## config.mk

```make
export PLATFORM = sky130hd
export DESIGN_NAME = bmg_log_cell
export DESIGN_NICKNAME = d
export VERILOG_FILES = /design/src/rtl/box_muller_gaussian_defines.svh /design/src/rtl/bmg_pkg.sv /design/src/rtl/bmg_log_cell.sv
export SDC_FILE = /design/constraint.sdc
export NUM_CORES = 2
export LEC_CHECK = 0
export ABC_AREA = 0
export BUFFER_PORTS_ARGS = -buffer_cell sky130_fd_sc_hd__buf_2
export CELL_PAD_IN_SITES_DETAIL_PLACEMENT = 1
export CELL_PAD_IN_SITES_GLOBAL_PLACEMENT = 2
export CORE_ASPECT_RATIO = 0.5
export CORE_UTILIZATION = 44
export DETAILED_ROUTE_END_ITERATION = 8
export HOLD_SLACK_MARGIN = 0.08
export PLACE_DENSITY = 0.92
export SETUP_SLACK_MARGIN = 0.02
export SLEW_MARGIN = 20
export SYNTH_ARGS = -nofsm -noshare
export SYNTH_HDL_FRONTEND = slang
export SYNTH_SLANG_ARGS = --single-unit
```

## constraint.sdc

```tcl
create_clock -name i_clk -period 13.5 [get_ports i_clk]
set_input_delay 0.675 -clock i_clk [delete_from_list [all_inputs] [get_ports i_clk]]
set_output_delay 0.675 -clock i_clk [all_outputs]
set_load 0.01 [all_outputs]
```

## src/rtl/box_muller_gaussian_defines.svh

```systemverilog
// Assertion macros for the Gaussian generator top level.
`ifndef BOX_MULLER_GAUSSIAN_DEFINES_SVH
`define BOX_MULLER_GAUSSIAN_DEFINES_SVH

// Same-cycle implication, clocked on i_clk, off during reset.
`define BMG_ASSERT_IMP(label, ante, cons, msg) \
    label: assert property (@(posedge i_clk) disable iff (!i_rst_n) (ante) |-> (cons)) \
        else $error(msg);

// Next-cycle implication, clocked on i_clk, off during reset.
`define BMG_ASSERT_NXT(label, ante, cons, msg) \
    label: assert property (@(posedge i_clk) disable iff (!i_rst_n) (ante) |=> (cons)) \
        else $error(msg);

`endif

```

## src/rtl/bmg_pkg.sv

```systemverilog
// Types, constants and divisor tables of the Gaussian generator.
`timescale 1ns / 1ps
package bmg_pkg;

    localparam int UNIFORM_BITS = 32;
    localparam logic [31:0] UNIFORM_MASK = 32'((64'd1 << UNIFORM_BITS) - 64'd1);
    // phase alignment of the angle code to Q.32 turns
    localparam int PHASE_UP   = (UNIFORM_BITS < 32) ? 32 - UNIFORM_BITS : 0;
    localparam int PHASE_DOWN = (UNIFORM_BITS > 32) ? UNIFORM_BITS - 32 : 0;
    localparam logic [31:0] TWO_LN2_Q30 = 32'd1488522236;
    localparam logic [31:0] PI_Q30 = 32'd3373259426;
    localparam logic [32:0] ONE_Q32 = 33'h1_0000_0000;

    localparam int LOG_STEPS  = 32;
    localparam int SQRT_STEPS = 32;
    localparam int TERM_CELLS = 6;
    localparam logic [2:0] LAST_SIN_TERM = 3'd4;

    localparam logic CFG_MEAN     = 1'b0;
    localparam logic CFG_VARIANCE = 1'b1;

    typedef struct packed {
        logic        vld;
        logic [2:0]  q;
        logic [29:0] ang;
        logic [5:0]  k;
        logic [31:0] root_s;
        logic [27:0] root_r;
    } t_ctx;

    typedef struct packed {
        logic [31:0] m;
        logic [31:0] f;
    } t_log;

    typedef struct packed {
        logic [63:0] rad;
        logic [33:0] rem;
        logic [31:0] root;
    } t_sqrt;

    typedef struct packed {
        logic [31:0] x2;
        logic [32:0] ts;
        logic [32:0] tc;
        logic [32:0] acc_s;
        logic [32:0] acc_c;
    } t_trig;

    // cos term n divides by (2n-1)(2n); cell index is n-1
    function automatic logic [7:0] cos_div(input logic [2:0] idx);
        case (idx)
            3'd0: cos_div = 8'd2;
            3'd1: cos_div = 8'd12;
            3'd2: cos_div = 8'd30;
            3'd3: cos_div = 8'd56;
            3'd4: cos_div = 8'd90;
            3'd5: cos_div = 8'd132;
            default: cos_div = 8'd2;
        endcase
    endfunction

    // floor(2^32 / cos_div)
    function automatic logic [31:0] cos_rcp(input logic [2:0] idx);
        case (idx)
            3'd0: cos_rcp = 32'd2147483648;
            3'd1: cos_rcp = 32'd357913941;
            3'd2: cos_rcp = 32'd143165576;
            3'd3: cos_rcp = 32'd76695844;
            3'd4: cos_rcp = 32'd47721858;
            3'd5: cos_rcp = 32'd32537631;
            default: cos_rcp = 32'd2147483648;
        endcase
    endfunction

    // sin term n divides by (2n)(2n+1)
    function automatic logic [7:0] sin_div(input logic [2:0] idx);
        case (idx)
            3'd0: sin_div = 8'd6;
            3'd1: sin_div = 8'd20;
            3'd2: sin_div = 8'd42;
            3'd3: sin_div = 8'd72;
            3'd4: sin_div = 8'd110;
            default: sin_div = 8'd6;
        endcase
    endfunction

    function automatic logic [31:0] sin_rcp(input logic [2:0] idx);
        case (idx)
            3'd0: sin_rcp = 32'd715827882;
            3'd1: sin_rcp = 32'd214748364;
            3'd2: sin_rcp = 32'd102261126;
            3'd3: sin_rcp = 32'd59652323;
            3'd4: sin_rcp = 32'd39045157;
            default: sin_rcp = 32'd715827882;
        endcase
    endfunction

endpackage

```

## src/rtl/bmg_log_cell.sv

```systemverilog
// One squaring step of the log2 fraction chain.
`timescale 1ns / 1ps
module bmg_log_cell (
    input  logic          i_clk,
    input  logic          i_rst_n,
    input  logic          i_en,
    input  bmg_pkg::t_ctx i_ctx,
    input  bmg_pkg::t_log i_log,
    output bmg_pkg::t_ctx o_ctx,
    output bmg_pkg::t_log o_log
);

    logic [63:0]   w_sq;
    logic [32:0]   w_t;
    bmg_pkg::t_log n_log;
    bmg_pkg::t_log r_log;
    bmg_pkg::t_ctx r_ctx;

    always_comb begin
        w_sq = 64'(i_log.m) * 64'(i_log.m);
        w_t  = w_sq[63:31];
        n_log.m = w_t[32] ? w_t[32:1] : w_t[31:0];
        n_log.f = {i_log.f[30:0], w_t[32]};
    end

    always_ff @(posedge i_clk) begin
        if (!i_rst_n) begin
            r_ctx.vld <= 1'b0;
        end else if (i_en) begin
            r_ctx <= i_ctx;
        end
    end

    always_ff @(posedge i_clk) begin
        if (i_en) begin
            r_log <= n_log;
        end
    end

    assign o_ctx = r_ctx;
    assign o_log = r_log;

endmodule

```

# Word level (Yosys, flattened, before mapping)
# Cells that the tools add are included.
op_classes:
  n_mul: 1
  muxes: 1
  n_reduce_logical: 1
ops:
  columns: ["cell", "n"]
  rows:
  - ["$mul A32 B32 Y64", 1]
  - ["$mux W31", 1]
  - ["$reduce_and A2 Y1", 1]
word_totals:
  output_inout_bits: 164
  reg_bits: 164
  in_bits: 167

# Depth between registers and ports, before layout
depth:
  word_depth: 2
  mapped_depth: 31
  ltp_nobuf: 27

# Least setup slack after synthesis
# Ideal clock, no wire load.
synth_timing:
  kind: "input port to flip-flop"
  startpoint: "in i_log[46] (netlist name)"
  endpoint: "reg r_log (netlist bit o_log[44]) (data pin)"
  setup_time_ns: 0.262
  cell_stages: 27
  setup_slack_ns: 5.297
  path_buffers: 3
  arrival_ns: 7.941
  cell_sequence: "clkbuf_1 clkbuf_1 nand2_1 fa_1 inv_1 fa_1 inv_1 fa_1 fa_1 inv_1 fa_1 inv_1 fa_1 inv_1 fa_1 fa_1 ha_1 a21oi_1 o21ai_0 o21ai_0 o211ai_1 a21oi_1 o41a_1 o31a_1 a311o_1 buf_2 mux2_1"
synth_rtl:
  columns: ["item", "line", "rtl"]
  rows:
  - ["from (decl)", "bmg_log_cell.sv:8", "input bmg_pkg::t_log i_log,"]
  - ["to (signal assigned)", "bmg_log_cell.sv:36", "r_log <= n_log;"]
  - ["to (decl)", "bmg_log_cell.sv:16", "bmg_pkg::t_log r_log;"]

==> metrics.csv <==
metric,value,unit
finalCritPeriodShare,71.0,%
min_path_cells,1,
drc,0,
cp_common_cell,fa_1,
period_minus_slack,9590,ps
crit_type,in -> reg,
syn_area,34400,µm²
drv_slew,0,
relSlewSlack,31.9,%
ant_nets,0,
clkSlewWorstSetupHoldPaths,80,ps
layout_commonest_cell,inv_1,
root_buffer,clkbuf_16,
die_area,79300,µm²
cts_setup_buffers,0,
drt_iter0_drc,1113,
synth_seq_cells,164,
routabilityCongestion,0.892,
synthDistinctLibCells,61,
grt_pass1_vias,28293,
start_util,44.5,%
reg2reg_from,o_ctx[99],
cts_hold_buf,0,
synth_top_flop_cell,edfxtp_1,
register_area,4910,µm²
h-tree-depth,4,
die_x,397,µm
crit_family,adder cells,
startpoint,i_log[39],
grt_max_degree,76,
end_kind,register,
finClkSkew,0,ps
via_count,23832,
io_pins,331,
grt_use_total,26.0,%
clk_latency,480,ps
grt_antenna_before_repair,1,
critical_path_depth,25,
nFillCells,8764,
setup_viol,0,
core_area,77300,µm²
clockBufferDepth,2,
worstPathMaxFanout,39,
yosys_warnings,0,
setup_tns,0,ps
via_per_inst,5.12,
die_y,200,µm
multi_input_area,25300,µm²
synth_edf_count,163,
drv_cap,0,
postSynth.asyncResetShare,0,%
outcome,finished clean,
crit_slowest_cell,a311o_2,
grt-ovfl-total,0,
fmax,104,MHz
ctsResizeCount,0,
required,13740,ps
seq_area_frac_synth,14.3,%
avgSynthCellArea,10.2,µm²
rsz0062_at_grt,no,
routed_wl,97700,µm
worstPathArrival,9830,ps
wl_per_cell,21.0,µm
worst_slew_pin_slew,1020,ps
worstHoldPathType,in -> reg,
finalHoldViolations,0,
rows,72,
slowest_delay,890,ps
dp_hpwl,79700,µm
syn-instance-count,3356,
worst-r2r-cell-count,2,
cts_tree,built,
area_growth,9.47,%
cp-endpoint,o_log[54],
critPathBufInv,6,
first_pass_iters,5,
grt_pass1_wl,156000,µm
ff2ff_setup_slack,12890,ps
finalNetCount,4861,
cts_buffers,17,
r2r_end,o_ctx[99],
cts_num_sinks,164,
portBuffers,329,
start_kind,primary input,
layout_common_cells,"inv_1, fa_1, buf_2",
synthesis.nets,4614,
drive_gt1_share,11.2,%
-- Yosys cell counts (4+ instances only) --
library cell	n	area share, %
nor3_1	11	0.16
and3_1	6	0.11
o211ai_1	4	0.087
nand3_1	18	0.26
a211oi_1	5	0.11
nand4_1	17	0.31
ha_1	300	11
a21o_1	31	0.68
inv_1	984	11
a21oi_1	70	1.0
xnor2_1	43	1.1
o221ai_1	5	0.13
mux2_1	13	0.43
o21bai_1	12	0.26
a31oi_1	13	0.24
and2_1	230	4.2
edfxtp_1	163	14
fa_1	791	46
o21a_1	6	0.13
o21ai_0	38	0.55
clkbuf_1	114	1.2
nand2b_1	7	0.13
o31ai_1	4	0.087
xor2_1	35	0.89
mux2i_1	15	0.44
nand2_1	289	3.2
a31o_2	12	0.31
nor2b_1	9	0.16
or2_2	6	0.11
nor2_1	59	0.64
-- worst min path at each step --
stage / startpoint / end / slack [ps]
2_1_floorplan: o_ctx[99] / o_ctx[99] / 540
3_3_place_gp: o_ctx[99] / o_ctx[99] / 520
3_5_place_dp: o_ctx[99] / o_ctx[99] / 550
4_1_cts: i_log[20] / o_log[21] / 330
5_1_grt: i_ctx[17] / o_ctx[17] / 330
6_report: i_ctx[17] / o_ctx[17] / 360
-- logic make-up (layout without fill, tap and decap cells) --
logic type / count (synthesis) / count (layout) / synth area share, %
multiplexers: 30 / 30 / 0.928
other: 0 / 1 / 0
AO/OA/AOI/OAI: 226 / 226 / 4.25
adder cells (fa/ha/maj): 1091 / 1091 / 57.0
buffers and inverters: 1105 / 1365 / 12.1
flip-flops: 164 / 164 / 14.3
XOR/XNOR: 78 / 78 / 1.99
AND/OR/NAND/NOR: 662 / 662 / 9.46
-- routing by layer --
layer  track usage [%]  vias to the layer above  part of all wire, %
li1                  -                    10410                    -
met1              29.7                    12623                   38
met2              49.2                      597                   54
met3              3.77                      202                  4.5
met4              9.89                        0                  3.7
met5                 0                        -                    0
-- registers in the layout, summed over array words and instances (netlist names) --
name,cells
o_ctx,100
o_log,64
-- stage by stage --
| stage | utilization [%] | area (µm²) | std cells | hold WS [ps] | setup slack, ps |
|---|---|---|---|---|---|
| finish | 48.7 | 37600 | 4653 | 357 | 3910 |
| global route | 48.7 | 37600 | 4652 | 334 | 3580 |
| CTS | 48.7 | 37600 | 4652 | 327 | 3960 |
| detailed placement | 47.9 | 37000 | 4620 | 552 | 3460 |
| global placement | 47.9 | 37000 | 4620 | 520 | 3660 |
| floorplan | - | 34400 | 3356 | 538 | 5300 |
-- area by class of cell --
| type | count | share of cell area, % |
|---|---|---|
| diodes | 1 | 0.00665 |
| clock buffers | 17 | 1.13 |
| clock inverters | 15 | 0.532 |
| inverters | 985 | 9.82 |
| multi-input cells | 2087 | 67.2 |
| flip-flops and latches | 164 | 13.1 |
| well taps | 1036 | 3.44 |
| repair buffers | 348 | 4.75 |
Power is not shown: default switching activity piles up to over one toggle a cycle in this logic, so the estimate is an artifact.
