## config.mk

```make
export PLATFORM = sky130hd
export DESIGN_NAME = bmg_sqrt_cell
export DESIGN_NICKNAME = d
export VERILOG_FILES = /design/src/rtl/box_muller_gaussian_defines.svh /design/src/rtl/bmg_pkg.sv /design/src/rtl/bmg_sqrt_cell.sv
export SDC_FILE = /design/constraint.sdc
export NUM_CORES = 1
export LEC_CHECK = 0
export ABC_AREA = 1
export ABC_CLOCK_PERIOD_IN_PS = 5500
export BUFFER_PORTS_ARGS = -buffer_cell sky130_fd_sc_hd__buf_2
export CAP_MARGIN = 40
export CORE_AREA = 2 2 116 118
export CTS_BUF_LIST = sky130_fd_sc_hd__clkbuf_4
export DETAILED_ROUTE_END_ITERATION = 6
export DIE_AREA = 0 0 118 120
export GPL_TIMING_DRIVEN = 0
export PLACE_DENSITY = 0.95
export SLEW_MARGIN = 20
export SYNTH_ARGS = -nofsm -noshare
export SYNTH_HDL_FRONTEND = slang
export SYNTH_SLANG_ARGS = --single-unit
```

## constraint.sdc

```tcl
create_clock -name i_clk -period 5.5 [get_ports i_clk]
set_clock_uncertainty 0.2 [all_clocks]
set_input_delay 0.55 -clock i_clk [delete_from_list [all_inputs] [get_ports i_clk]]
set_output_delay 0.55 -clock i_clk [all_outputs]
set_load 0.02 [all_outputs]
```

## src/rtl/box_muller_gaussian_defines.svh

```systemverilog
// Assertion macros for the Gaussian generator top level.
`ifndef BOX_MULLER_GAUSSIAN_DEFINES_SVH
`define BOX_MULLER_GAUSSIAN_DEFINES_SVH

// Same-cycle implication, clocked on i_clk, off during reset.
`define BMG_ASSERT_IMP(label, ante, cons, msg) \
    label: assert property (@(posedge i_clk) disable iff (!i_rst_n) (ante) |-> (cons)) \
        else $error(msg);

// Next-cycle implication, clocked on i_clk, off during reset.
`define BMG_ASSERT_NXT(label, ante, cons, msg) \
    label: assert property (@(posedge i_clk) disable iff (!i_rst_n) (ante) |=> (cons)) \
        else $error(msg);

`endif

```

## src/rtl/bmg_pkg.sv

```systemverilog
// Types, constants and divisor tables of the Gaussian generator.
`timescale 1ns / 1ps
package bmg_pkg;

    localparam int UNIFORM_BITS = 32;
    localparam logic [31:0] UNIFORM_MASK = 32'((64'd1 << UNIFORM_BITS) - 64'd1);
    // phase alignment of the angle code to Q.32 turns
    localparam int PHASE_UP   = (UNIFORM_BITS < 32) ? 32 - UNIFORM_BITS : 0;
    localparam int PHASE_DOWN = (UNIFORM_BITS > 32) ? UNIFORM_BITS - 32 : 0;
    localparam logic [31:0] TWO_LN2_Q30 = 32'd1488522236;
    localparam logic [31:0] PI_Q30 = 32'd3373259426;
    localparam logic [32:0] ONE_Q32 = 33'h1_0000_0000;

    localparam int LOG_STEPS  = 32;
    localparam int SQRT_STEPS = 32;
    localparam int TERM_CELLS = 6;
    localparam logic [2:0] LAST_SIN_TERM = 3'd4;

    localparam logic CFG_MEAN     = 1'b0;
    localparam logic CFG_VARIANCE = 1'b1;

    typedef struct packed {
        logic        vld;
        logic [2:0]  q;
        logic [29:0] ang;
        logic [5:0]  k;
        logic [31:0] root_s;
        logic [27:0] root_r;
    } t_ctx;

    typedef struct packed {
        logic [31:0] m;
        logic [31:0] f;
    } t_log;

    typedef struct packed {
        logic [63:0] rad;
        logic [33:0] rem;
        logic [31:0] root;
    } t_sqrt;

    typedef struct packed {
        logic [31:0] x2;
        logic [32:0] ts;
        logic [32:0] tc;
        logic [32:0] acc_s;
        logic [32:0] acc_c;
    } t_trig;

    // cos term n divides by (2n-1)(2n); cell index is n-1
    function automatic logic [7:0] cos_div(input logic [2:0] idx);
        case (idx)
            3'd0: cos_div = 8'd2;
            3'd1: cos_div = 8'd12;
            3'd2: cos_div = 8'd30;
            3'd3: cos_div = 8'd56;
            3'd4: cos_div = 8'd90;
            3'd5: cos_div = 8'd132;
            default: cos_div = 8'd2;
        endcase
    endfunction

    // floor(2^32 / cos_div)
    function automatic logic [31:0] cos_rcp(input logic [2:0] idx);
        case (idx)
            3'd0: cos_rcp = 32'd2147483648;
            3'd1: cos_rcp = 32'd357913941;
            3'd2: cos_rcp = 32'd143165576;
            3'd3: cos_rcp = 32'd76695844;
            3'd4: cos_rcp = 32'd47721858;
            3'd5: cos_rcp = 32'd32537631;
            default: cos_rcp = 32'd2147483648;
        endcase
    endfunction

    // sin term n divides by (2n)(2n+1)
    function automatic logic [7:0] sin_div(input logic [2:0] idx);
        case (idx)
            3'd0: sin_div = 8'd6;
            3'd1: sin_div = 8'd20;
            3'd2: sin_div = 8'd42;
            3'd3: sin_div = 8'd72;
            3'd4: sin_div = 8'd110;
            default: sin_div = 8'd6;
        endcase
    endfunction

    function automatic logic [31:0] sin_rcp(input logic [2:0] idx);
        case (idx)
            3'd0: sin_rcp = 32'd715827882;
            3'd1: sin_rcp = 32'd214748364;
            3'd2: sin_rcp = 32'd102261126;
            3'd3: sin_rcp = 32'd59652323;
            3'd4: sin_rcp = 32'd39045157;
            default: sin_rcp = 32'd715827882;
        endcase
    endfunction

endpackage

```

## src/rtl/bmg_sqrt_cell.sv

```systemverilog
// One result bit of the digit-by-digit integer square root chain.
`timescale 1ns / 1ps
module bmg_sqrt_cell (
    input  logic           i_clk,
    input  logic           i_en,
    input  bmg_pkg::t_sqrt i_sq,
    output bmg_pkg::t_sqrt o_sq
);

    logic [34:0]    w_cur;
    logic [34:0]    w_trial;
    bmg_pkg::t_sqrt n_sq;
    bmg_pkg::t_sqrt r_sq;

    always_comb begin
        w_cur   = {i_sq.rem[32:0], i_sq.rad[63:62]};
        w_trial = {1'b0, i_sq.root, 2'b01};
        n_sq.rad = {i_sq.rad[61:0], 2'b00};
        if (w_cur >= w_trial) begin
            n_sq.rem  = 34'(w_cur - w_trial);
            n_sq.root = {i_sq.root[30:0], 1'b1};
        end else begin
            n_sq.rem  = w_cur[33:0];
            n_sq.root = {i_sq.root[30:0], 1'b0};
        end
    end

    always_ff @(posedge i_clk) begin
        if (i_en) begin
            r_sq <= n_sq;
        end
    end

    assign o_sq = r_sq;

endmodule

```

Yosys cells after proc, flatten, opt, wreduce, memory -nomap -nowiden. Cells that the tools add are included.

Register bits after elaboration: 128. Bits of input ports: 132. Output and inout bits: 130. Logic and storage cells: 6.

Add/sub/neg operators: 1. $lt $le $gt $ge: 1. Mux-type cells: 1.

Operator list (count): $mux W66 (1); $ge A35 B34 Y1 (1); $sub A34 B34 Y34 (1).

Longest topological paths before layout.
Depth in word-level cells: 2. Gate-level depth with buffers: 16. Mapped depth without buffers: 15.

Least setup slack after synthesis. No wires, ideal clock.

Path kind: input -> register. From: in i_sq[16] (netlist name). To: reg r_sq, in the netlist o_sq[57], data pin. Setup time: 0.253 ns. Arrival time: 1.922 ns. Required time: 5.047 ns. Setup slack: 3.125 ns. Stages on the path: 15. Path buffers: 1. Cell sequence: inv_1 > ha_1 > nand2_1 > inv_1 > nand2_1 > nand2_1 > inv_1 > nand2_1 > a21oi_2 > nand2_2 > nand2_4 > nand2_8 > buf_4 > nand3_1 > nand2_1.

RTL lines: start: declaration (line bmg_sqrt_cell.sv:6) `input bmg_pkg::t_sqrt i_sq,`; end signal: assignment (line bmg_sqrt_cell.sv:30) `r_sq <= n_sq;`; end: declaration (line bmg_sqrt_cell.sv:13) `bmg_pkg::t_sqrt r_sq;`.

==> qor.csv <==
metric,value,unit
vias in the first global route,6578,
PwrDens,279,mW/mm2
Vias/cell,5.12,
DR DRC count,0,
part of the Yosys area used for sequential elements,55.6,%
final worst setup slack,2.56,ns
period utilization,53.4,%
post_cts resized,0,
area occupied by registers,0.00384,mm2
Die Area,0.0142,mm2
placed cell count,1211,
Hold Slack,0.0775,ns
post-synth top area cell,edfxtp_1,
Horiz. Die Dim,118,um
CP max FO,10,
Power Internal,1820,uW
DP Worst Slack,2.60,ns
CP Buf/Inv Count,5,
"count leader, synth",nand2_1,
Final ANT Viol Nets,0,
H-tree levels,4,
Detail Placement HPWL,15.4,mm
Non-Filler Instances,1338,
status,"complete, no violations",
first drt pass iteration count,6,
Max IR drop VDD,0.000156,V
RSZ-0062 raised after global routing,no,
"CP delay by family, top",simple AND/OR/NAND/NOR gates,
Hold Crit Class,input port to flip-flop,
Arrival @ worst endpoint,3.06,ns
largest net degree at the start of global routing,90,
Seq pwr share,44.7,%
final setup vio count,0,
share of layout cells above drive strength 1,27.0,%
I/O Pins,262,
# fillers,864,
Critical Path Max Stage Delay,0.56,ns
Post-synth ARST share,0,%
final count of pins violating max slew,0,
CTS tree,built,
"Top cell by count, worst path",nand2_1,
initial antenna violation count,2,
Starting Density,53.2,%
minimum clock period,2.94,ns
first-pass GRT wire length,36.0,mm
routability cong.,0.954,
syn avg cell area,8.92,um2
Post-synth EDFFs,128,
Psw,898,uW
Logic pwr share,26.5,%
# Max-Cap Violations,0,
total track usage,33.7,%
chip height,120,um
number of distinct library cells after synthesis,30,
Switching Share,33.0,%
Clk Tree Root Cell,clkbuf_4,
multi-input logic area,0.00247,mm2
clock slew at reported path FFs,0.14,ns
synthesized area,0.00691,mm2
Crit-path slowest cell,dlygate4sd3_1,
Num CTS Buffers,17,
initial DRC count,652,
Worst Setup End Kind,flip-flop,
final hold vios,0,
clock sink count,128,
Post-synth top cells,"287 x nand2_1, 138 x inv_1, 128 x edfxtp_1",
Worst slew margin,63.3,%
crit path kind,input port to flip-flop,
Ys Warns,0,
Hold Crit Depth,3,
number of cells on the critical path,16,
area share of the largest cell type after synthesis,55.6,%
CTS Buffer Depth,2,
Largest register FFs,128,
#FFs+latches synth,128,
Core Footprint,0.0130,mm2
Synth area leaders,"edfxtp_1 56%, nand2_1 16%, inv_1 7.5%",
# rows,42,
Post-Synthesis Cells,775,
aggregate global routing overflow,0,
crit-path cells,dlygate4sd3_1 -> buf_2 -> inv_1 -> ha_1 -> nand2_1 -> nor2_1 -> nand2_1 -> nor3_2 -> nand2_1 -> nand2_2 -> nand2_4 -> nand2_8 -> inv_4 -> buf_6 -> nand2_1 -> nand2_1,
P_leak,0.00496,uW
I/O Buffers,258,
Vias,6853,
Main synth FF type,edfxtp_1,
setup TNS,0,ns
Wirelength per Cell,17.8,um
Worst EP required,5.62,ns
fin nets,1313,
Worst Tran Pin Value,0.546,ns
final wirelength,23.8,mm
Max Clock Freq,0.340,GHz
Layout area overhead,40.9,%
startpoint class of the critical path,input port,
Clock power frac,28.8,%
## final timing paths
check / from / end / slack, ns
setup / recovery: i_sq[12] / o_sq[51] / 2.56
hold / removal: i_sq[33] / o_sq[35] / 0.08
## tightest hold or removal path: stages
cell     delay (ns)
buf_2          0.09
nand2_1        0.05
nand2_1        0.05
## area by class of cell
cell class | instances | area share (%)
multi-input cells | 500 | 25.4
clock inverters | 14 | 2.12
well taps | 176 | 2.26
flip-flops and latches | 128 | 39.5
clock buffers | 18 | 1.39
diodes | 2 | 0.0514
plain buffers | 8 | 0.732
repair buffers | 352 | 23.2
inverters | 140 | 5.42
## repair_timing
| action | CTS | global route |
|---|---|---|
| hold endpoints to repair | 93 | 0 |
| hold buffers | 93 | 0 |
| setup buffers | 0 | 0 |
## per-layer routing
layer  wire, um  track usage, %  vias up  share of wire [%]
met2      12000            58.6      444                 50
met1       8860            40.1     3126                 37
met3       1940            7.37       69                8.2
met4       1040            15.6        0                4.4
met5          0               0        -                  0
li1           -               -     3214                  -
## kinds of logic (layout without fill, tap and decap cells)
| logic type | Yosys count | after routing | synth area share [%] |
|---|---|---|---|
| fa+ha+maj | 34 | 34 | 6.15 |
| buf+inv | 148 | 532 | 8.67 |
| simple gates | 403 | 403 | 23.9 |
| other cells | 1 | 4 | 0.0543 |
| compound gates | 43 | 43 | 3.33 |
| xor+xnor | 18 | 18 | 2.28 |
| flops | 128 | 128 | 55.6 |
## stage by stage
stage               util (%)  instance area [um2]  total power (uW)
finish                  75.0                 9740              2720
global route            75.0                 9740              2830
CTS                     75.0                 9730              2680
detailed placement      65.2                 8460              1870
global placement        64.9                 8430              1860
floorplan                  -                 6920              1630
## power groups by stage
stage / logic [uW] / clock network (uW) / registers (uW)
after floorplan: 267 / 0 / 1360
after global placement: 626 / 0 / 1230
after detailed placement: 642 / 0 / 1230
after CTS: 697 / 772 / 1210
after global routing: 778 / 824 / 1220
final: 722 / 783 / 1220
## layout by cell type (no fill, tap or decap), drive strengths merged, types with 3 or more instances in the layout
| master | Yosys | routed |
|---|---|---|
| a21oi | 27 | 27 |
| buf | 8 | 267 |
| bufinv | 0 | 4 |
| clkbuf | 0 | 18 |
| clkinv | 0 | 4 |
| dlygate4sd3 | 0 | 93 |
| edfxtp | 128 | 128 |
| ha | 34 | 34 |
| inv | 140 | 144 |
| nand2 | 292 | 292 |
| nand3 | 35 | 35 |
| nand3b | 5 | 5 |
| nand4 | 5 | 5 |
| nor2 | 58 | 58 |
| nor3 | 6 | 6 |
| o21ai | 13 | 13 |
| xnor2 | 3 | 3 |
| xor2 | 15 | 15 |
No activity file was read; power rests on OpenSTA's default activity.
